<file path="src/ldl_pkg.sv">
// ----------------------------------------------------------------------------
// ldl_pkg: shared types and constants for the Levinson-Durbin LPC block
// Fixed widths, Q8.23 constants, controller states, command and status bundles.
// ----------------------------------------------------------------------------
package ldl_pkg;

  localparam int DATA_W    = 32;
  localparam int ORDER_W   = 5;
  localparam int INDEX_W   = 5;
  localparam int FRAC_W    = 23;
  localparam int ACC_W     = 48;
  localparam int E_W       = 31;
  localparam int Q_W       = 31;
  localparam int DIV_STEPS = 31;

  localparam logic [ORDER_W-1:0]       ORDER_RESET = 5'd6;
  localparam logic signed [DATA_W-1:0] ONE_Q23     = 32'sh0080_0000;
  localparam logic signed [DATA_W-1:0] SAT_POS     = 32'sh7fff_ffff;
  localparam logic signed [DATA_W-1:0] SAT_NEG     = 32'sh8000_0000;

  typedef enum logic [3:0] {
    ST_IDLE,
    ST_INIT,
    ST_STAGE,
    ST_MAC,
    ST_MAC_WAIT,
    ST_DIV_INIT,
    ST_DIV,
    ST_KSET,
    ST_E_SQ,
    ST_E_MUL,
    ST_E_SET,
    ST_UPD,
    ST_UPD_WAIT,
    ST_KWR,
    ST_EM_RD,
    ST_EM_LD
  } ldl_state_t;

  typedef struct packed {
    logic cfg_wr;
    logic lag_wr;
    logic init;
    logic acc_clr;
    logic mac_rd;
    logic div_init;
    logic div_step;
    logic k_set;
    logic e_sq;
    logic e_mul;
    logic e_set;
    logic upd_rd;
    logic k_wr;
    logic em_rd;
    logic out_load;
  } ldl_cmd_t;

  typedef struct packed {
    logic pipe_busy;
    logic r0_pos;
    logic e_zero;
    logic out_free;
  } ldl_sts_t;

endpackage

</file>
<file path="src/ldl_ctrl.sv">
// ----------------------------------------------------------------------------
// ldl_ctrl: sequencer of the Levinson-Durbin recursion
// Counts lags, walks stages, MAC, division, error update, row update and output.
// ----------------------------------------------------------------------------
module ldl_ctrl #(
  parameter int MAX_ORDER = 16
) (
  input  logic                                   clk,
  input  logic                                   rst,
  input  logic                                   in_valid,
  output logic                                   in_ready,
  input  logic                                   cfg_valid,
  input  logic [$clog2(MAX_ORDER+1)-1:0]         p_eff,
  input  ldl_pkg::ldl_sts_t                      sts,
  output ldl_pkg::ldl_cmd_t                      cmd,
  output logic [$clog2(MAX_ORDER+1)-1:0]         ra_idx,
  output logic [$clog2(MAX_ORDER+1)-1:0]         rb_idx,
  output logic [$clog2(MAX_ORDER+1)-1:0]         lag_ridx,
  output logic [$clog2(MAX_ORDER+1)-1:0]         lag_widx,
  output logic [$clog2(MAX_ORDER+1)-1:0]         stage_idx
);

  localparam int IW = $clog2(MAX_ORDER + 1);
  localparam int CW = $clog2(ldl_pkg::DIV_STEPS);

  ldl_pkg::ldl_state_t state, state_next;
  logic [IW-1:0] i, i_next;
  logic [IW-1:0] j, j_next;
  logic [IW-1:0] lags, lags_next;
  logic [CW-1:0] dcnt, dcnt_next;

  always_ff @(posedge clk) begin
    if (rst) begin
      state <= ldl_pkg::ST_IDLE;
      i     <= '0;
      j     <= '0;
      lags  <= '0;
      dcnt  <= '0;
    end else begin
      state <= state_next;
      i     <= i_next;
      j     <= j_next;
      lags  <= lags_next;
      dcnt  <= dcnt_next;
    end
  end

  assign lag_widx  = (lags > p_eff) ? '0 : lags;
  assign ra_idx    = (state == ldl_pkg::ST_UPD) ? IW'(i - j) : j;
  assign rb_idx    = j;
  assign lag_ridx  = IW'(i - j);
  assign stage_idx = i;

  always_comb begin
    state_next = state;
    i_next     = i;
    j_next     = j;
    lags_next  = lags;
    dcnt_next  = dcnt;
    cmd        = '0;
    in_ready   = 1'b0;
    cmd.cfg_wr = cfg_valid;
    case (state)
      ldl_pkg::ST_IDLE: begin
        in_ready = !cfg_valid;
        if (cfg_valid) begin
          lags_next = '0;
        end else if (in_valid) begin
          cmd.lag_wr = 1'b1;
          if (lag_widx == p_eff) begin
            lags_next  = '0;
            state_next = ldl_pkg::ST_INIT;
          end else begin
            lags_next = IW'(lag_widx + 1'b1);
          end
        end
      end
      ldl_pkg::ST_INIT: begin
        cmd.init = 1'b1;
        if (!sts.r0_pos) begin
          j_next     = '0;
          state_next = ldl_pkg::ST_EM_RD;
        end else begin
          i_next     = IW'(1);
          state_next = ldl_pkg::ST_STAGE;
        end
      end
      ldl_pkg::ST_STAGE: begin
        cmd.acc_clr = 1'b1;
        j_next      = '0;
        state_next  = ldl_pkg::ST_MAC;
      end
      ldl_pkg::ST_MAC: begin
        cmd.mac_rd = 1'b1;
        if (j == IW'(i - 1'b1)) begin
          state_next = ldl_pkg::ST_MAC_WAIT;
        end else begin
          j_next = IW'(j + 1'b1);
        end
      end
      ldl_pkg::ST_MAC_WAIT: begin
        if (!sts.pipe_busy) begin
          state_next = ldl_pkg::ST_DIV_INIT;
        end
      end
      ldl_pkg::ST_DIV_INIT: begin
        cmd.div_init = 1'b1;
        dcnt_next    = '0;
        state_next   = ldl_pkg::ST_DIV;
      end
      ldl_pkg::ST_DIV: begin
        cmd.div_step = 1'b1;
        if (dcnt == CW'(ldl_pkg::DIV_STEPS - 1)) begin
          state_next = ldl_pkg::ST_KSET;
        end else begin
          dcnt_next = CW'(dcnt + 1'b1);
        end
      end
      ldl_pkg::ST_KSET: begin
        cmd.k_set  = 1'b1;
        state_next = ldl_pkg::ST_E_SQ;
      end
      ldl_pkg::ST_E_SQ: begin
        cmd.e_sq   = 1'b1;
        state_next = ldl_pkg::ST_E_MUL;
      end
      ldl_pkg::ST_E_MUL: begin
        cmd.e_mul  = 1'b1;
        state_next = ldl_pkg::ST_E_SET;
      end
      ldl_pkg::ST_E_SET: begin
        cmd.e_set = 1'b1;
        if (i == IW'(1)) begin
          state_next = ldl_pkg::ST_KWR;
        end else begin
          j_next     = IW'(1);
          state_next = ldl_pkg::ST_UPD;
        end
      end
      ldl_pkg::ST_UPD: begin
        cmd.upd_rd = 1'b1;
        if (j == IW'(i - 1'b1)) begin
          state_next = ldl_pkg::ST_UPD_WAIT;
        end else begin
          j_next = IW'(j + 1'b1);
        end
      end
      ldl_pkg::ST_UPD_WAIT: begin
        if (!sts.pipe_busy) begin
          state_next = ldl_pkg::ST_KWR;
        end
      end
      ldl_pkg::ST_KWR: begin
        cmd.k_wr = 1'b1;
        if (sts.e_zero || i == p_eff) begin
          j_next     = '0;
          state_next = ldl_pkg::ST_EM_RD;
        end else begin
          i_next     = IW'(i + 1'b1);
          state_next = ldl_pkg::ST_STAGE;
        end
      end
      ldl_pkg::ST_EM_RD: begin
        cmd.em_rd  = 1'b1;
        state_next = ldl_pkg::ST_EM_LD;
      end
      ldl_pkg::ST_EM_LD: begin
        if (sts.out_free) begin
          cmd.out_load = 1'b1;
          if (j == p_eff) begin
            state_next = ldl_pkg::ST_IDLE;
          end else begin
            j_next     = IW'(j + 1'b1);
            state_next = ldl_pkg::ST_EM_RD;
          end
        end
      end
      default: begin
        state_next = ldl_pkg::ST_IDLE;
      end
    endcase
  end

endmodule

</file>
<file path="config.mk">
export PLATFORM = sky130hd
export DESIGN_NAME = ldl_ctrl
export DESIGN_NICKNAME = d
export VERILOG_FILES = /design/src/ldl_pkg.sv /design/src/ldl_ctrl.sv
export SDC_FILE = /design/constraint.sdc
export NUM_CORES = 1
export LEC_CHECK = 0
export ABC_AREA = 0
export CELL_PAD_IN_SITES_DETAIL_PLACEMENT = 2
export CELL_PAD_IN_SITES_GLOBAL_PLACEMENT = 2
export CORE_MARGIN = 2
export CORE_UTILIZATION = 39
export DETAILED_ROUTE_END_ITERATION = 8
export DONT_BUFFER_PORTS = 1
export MAX_ROUTING_LAYER = met4
export PLACE_DENSITY = 0.85
export SLEW_MARGIN = 20
export SYNTH_ARGS = -nofsm -noshare
export SYNTH_HDL_FRONTEND = slang
export SYNTH_SLANG_ARGS = --single-unit
export TNS_END_PERCENT = 10
</file>
<file path="constraint.sdc">
create_clock -name clk -period 4.69 [get_ports clk]
set_input_delay 0.469 -clock clk [delete_from_list [all_inputs] [get_ports clk]]
set_output_delay 0.469 -clock clk [all_outputs]
set_load 0.02 [all_outputs]
</file>
==> Yosys cells after proc, flatten, opt, wreduce, memory -nomap -nowiden <==
Cells that the tools add are included.
Widths: inputs -> output; s select.
{ "word_totals": {"wordCells": 112, "reg_bits": 24, "out_inout_bits": 41} }
{ "op_classes": {"n_reduce_logical": 13, "order_cmp": 1, "muxes": 49, "n_eq_ne": 38, "addsub": 6} }
{ "ops": {"columns": ["op", "n"], "rows": [
  ["$mux 5", 14],
  ["$pmux 4 s16", 1],
  ["$mux 4", 12],
  ["$eq 4x4->1 const B", 8],
  ["$ne 2x2->1 const B", 16],
  ["$pmux 5 s6", 1],
  ["$add 5x1->5 const B", 4],
  ["$eq 5x5->1", 4],
  ["$pmux 5 s2", 2],
  ["$mux 1", 18],
  ["$eq 4x3->1 const B", 4],
  ["$reduce_and 9->1", 1],
  ["$eq 4x2->1 const B", 2],
  ["$reduce_and 7->1", 1],
  ["$reduce_bool 2->1", 3],
  ["$reduce_bool 6->1", 1],
  ["$eq 5x1->1 const B", 1],
  ["$eq 5x5->1 const B", 1],
  ["$gt 5x5->1", 1],
  ["$sub 5x1->5 const B", 1],
  ["$sub 5x5->5", 1],
  ["$eq 4x1->1 const B", 1],
  ["$logic_not 4->1", 1],
  ["$reduce_and 2->1", 2],
  ["6 further kinds", 6]
]} }

==> Longest topological paths before layout <==
{ "logic_depth": {"depth_word": 7, "depth_mapped": 12} }

==> Worst setup path before layout <==
No wires, ideal clock.
{ "synth_path": {"kind": "register to output", "startpoint": "reg i[0], in the netlist stage_idx[0]", "endpoint": "out ra_idx[4]", "required_ns": 4.221, "n_path_buf": 0, "setup_slack_ns": 2.155, "stages_incl_launch_ff": 10, "arrival_time_ns": 2.066, "cell_sequence": "dfxtp_1 > inv_1 > ha_1 > fa_1 > nor2b_1 > o21ai_0 > nand2b_1 > xnor2_1 > nand2_1 > nand2_1"} }
{ "synth_between": {"elab_chain_cells": 2} }
{ "synth_rtl": {"columns": ["element", "line_no", "rtl"], "rows": [
  ["start, declared", "ldl_ctrl.sv:27", "logic [IW-1:0] i, i_next;"],
  ["start signal, assigned", "ldl_ctrl.sv:41", "i <= i_next;"],
  ["$sub 5x5->5", null, null],
  ["net lag_ridx[4]", "ldl_ctrl.sv:18", "output logic [$clog2(MAX_ORDER+1)-1:0] lag_ridx,"],
  ["$mux 5", "ldl_ctrl.sv:49", "assign ra_idx = (state == ldl_pkg::ST_UPD) ? IW'(i - j) : j;"],
  ["end, declared", "ldl_ctrl.sv:16", "output logic [$clog2(MAX_ORDER+1)-1:0] ra_idx,"]
]} }
The timed path passes the listed nets, and every way through them passes these cells.

==> Worst setup path after layout <==
Same ends and word-level chain as after synthesis.

==> results.txt <==
WP data arrival: 2610 ps
Antenna-violating nets left: 0
Setup TNS: 0 ps
Hold path depth: 1
Clock-pin slew on the worst setup and hold paths: 100 ps
Remaining DRCs: 0
Average footprint of a synthesized cell: 7.59 sq um
Syn Inst Count: 305
Final hold viol count: 0
Pwr dens: 372 nW/um^2
CTS Buffer Depth: 2
Seq cells post-synth: 24
Post-synth top area share: 0.208
Post-synthesis cell type count: 66
Post-Synthesis Cell Area: 2310 sq um
Setup WS post-layout: 1610 ps
Synth area leader: dfxtp_1
CTS Hold Bufs: 0
Critical Path RT: 4220 ps
Worst VDD drop: 188 uV
Final Util: 0.409
Crit-path max FO: 8
Tightest Pin Transition: 689 ps
Total GRT Usage: 0.232
Die Footprint: 6560 sq um
Vias per cell: 5.95
IO Port Bufs: 0
Hpwl dp: 5580 microns
Final Cell Area: 2380 sq um
Seq/Total Area, Yosys: 0.208
Antenna violations before repair: 0
Total grt overflow: 0
Number of global-route vias before repair: 2,321
Period minus WS final: 3080 ps
Drt wl/cell: 19.3 microns
Die width: 81.0 microns
Postcts setup bufs: 0
Worst-Skew Late Latency: 280 ps
Tcrit/Tclk final: 0.657
CP Launch Type: register
Ratio of cells with drive above 1 in the final layout: 0.0676
Main synth FF type: dfxtp_1
Effective utilization at floorplan: 0.398
Clock skew: 14.9 ps
Core footprint: 5820 sq um
CTS root buf: clkbuf_8
WS Path Type: register to output port
Row count: 28
Antenna cells: 0
Largest net degree at the start of global routing: 22
Top post-synthesis cells by count: 34 x nor2_1, 30 x nand2_1, 26 x inv_1
Status: finished, final reports clean
FILL cells: 705
CTS Buf Count: 3
Syn. warnings: 0
TritonCTS clock tree: done
Top cells by area, synth: dfxtp_1 21%, ha_1 8.7%, nor2_1 5.5%, xnor2_1 5.3%, nand2_1 4.9%
Max cap viols: 0
Endpoints failing setup: 0
CTS sink cnt: 24
R2R cell count: 8
Unrepaired setup endpoints after global routing: no
Critical Path Sink Type: output port
Leak: 0.891 nW
Total vias in the final route: 2,208
Setup Slack @ Placement: 1920 ps
Maximum clock frequency: 324 MHz
Initial DRC Count: 82
Area grow syn2layout: 2.76%
Gpl congestion: 0.762
First-pass GRT wire length: 11,400 microns
Synth async-reset ratio: 0
Count leader, synth: nor2_1
Die Span Y: 81.0 microns
Placed inst area: 2320 sq um
Total Nets Final: 327
H-Tree Depth: 1
Post-Syn Nets: 335
Routed wire length: 7180 microns
Reg area: 480 sq um
Hold WC Path Type: input pin to register
I/O Pins: 54
Initial DRT Pass Iterations: 4
Max-slew headroom: 0.535
Post_cts resized: 0
Footprint of the multi-input gates: 1650 sq um
Final total power: 0.883 mW
Post-synth EDFFs: 0
Slew Limit Fails: 0
[registers in the layout, indices dropped and copies added, names as in the netlist]
register	count
dcnt	5
lags	5
rb_idx	5
stage_idx	5
state	4
[through the flow]
stage,hold WS (ps),std cells
3_5_place_dp,510,367
2_1_floorplan,474,305
5_1_grt,227,371
6_report,240,371
3_3_place_gp,502,367
4_1_cts,239,371
[cell type report]
class                   instances  area share
multi-input cells             242       0.694
well taps                      75      0.0395
clock buffers                   4      0.0232
inverters                      26      0.0411
flip-flops and latches         24       0.202
[placed cells by master, fill, tap and decap left out, types with 4 or more instances in the layout]
master,n
a21o_1,4
a21oi_1,11
and2_1,4
clkbuf_8,4
dfxtp_1,24
ha_1,16
inv_1,26
nand2_1,30
nand2b_1,7
nand3_1,14
nand4_1,4
nor2_1,34
nor2b_1,7
nor3_1,4
o211ai_1,4
o21ai_0,16
o311ai_0,4
xnor2_1,14
xor2_1,9
[path summary, 6_finish.rpt]
kind                 from  slack (ps)        end
min                   rst         240   state[2]
max reg2reg  stage_idx[1]        2050   state[2]
min reg2reg       lags[0]         520    lags[0]
max          stage_idx[0]        1610  ra_idx[4]
[power by group]
part | switching [mW] | internal [mW] | total [mW]
clock | 0.0750 | 0.0752 | 0.150
combinational | 0.274 | 0.159 | 0.434
sequential | 0.0756 | 0.224 | 0.300
[per-layer routing]
metal,GRT usage,up-vias,routed length [microns]
met5,-,-,0
met4,0.0373,0,59
met3,0.0478,4,309
met2,0.421,41,3810
met1,0.266,1105,3000
li1,-,1058,-
[kinds of logic after synthesis]
family          Yosys count  synth area share
buf+inv                  39            0.0790
simple gates            124             0.271
fa+ha+maj                17            0.0952
compound gates           74             0.242
flops                    24             0.208
mux                       4            0.0178
xor+xnor                 23            0.0871
[critical path, cell delays in order, from the launching register on]
cell and delay (ps):
dfxtp_1 630, inv_1 160, ha_1 240, fa_1 410, nor2b_1 140, o21ai_0 90
nand2b_1 90, xnor2_1 270, nand2_1 110, nand2_1 190
No activity file was read; power rests on OpenSTA's default activity.
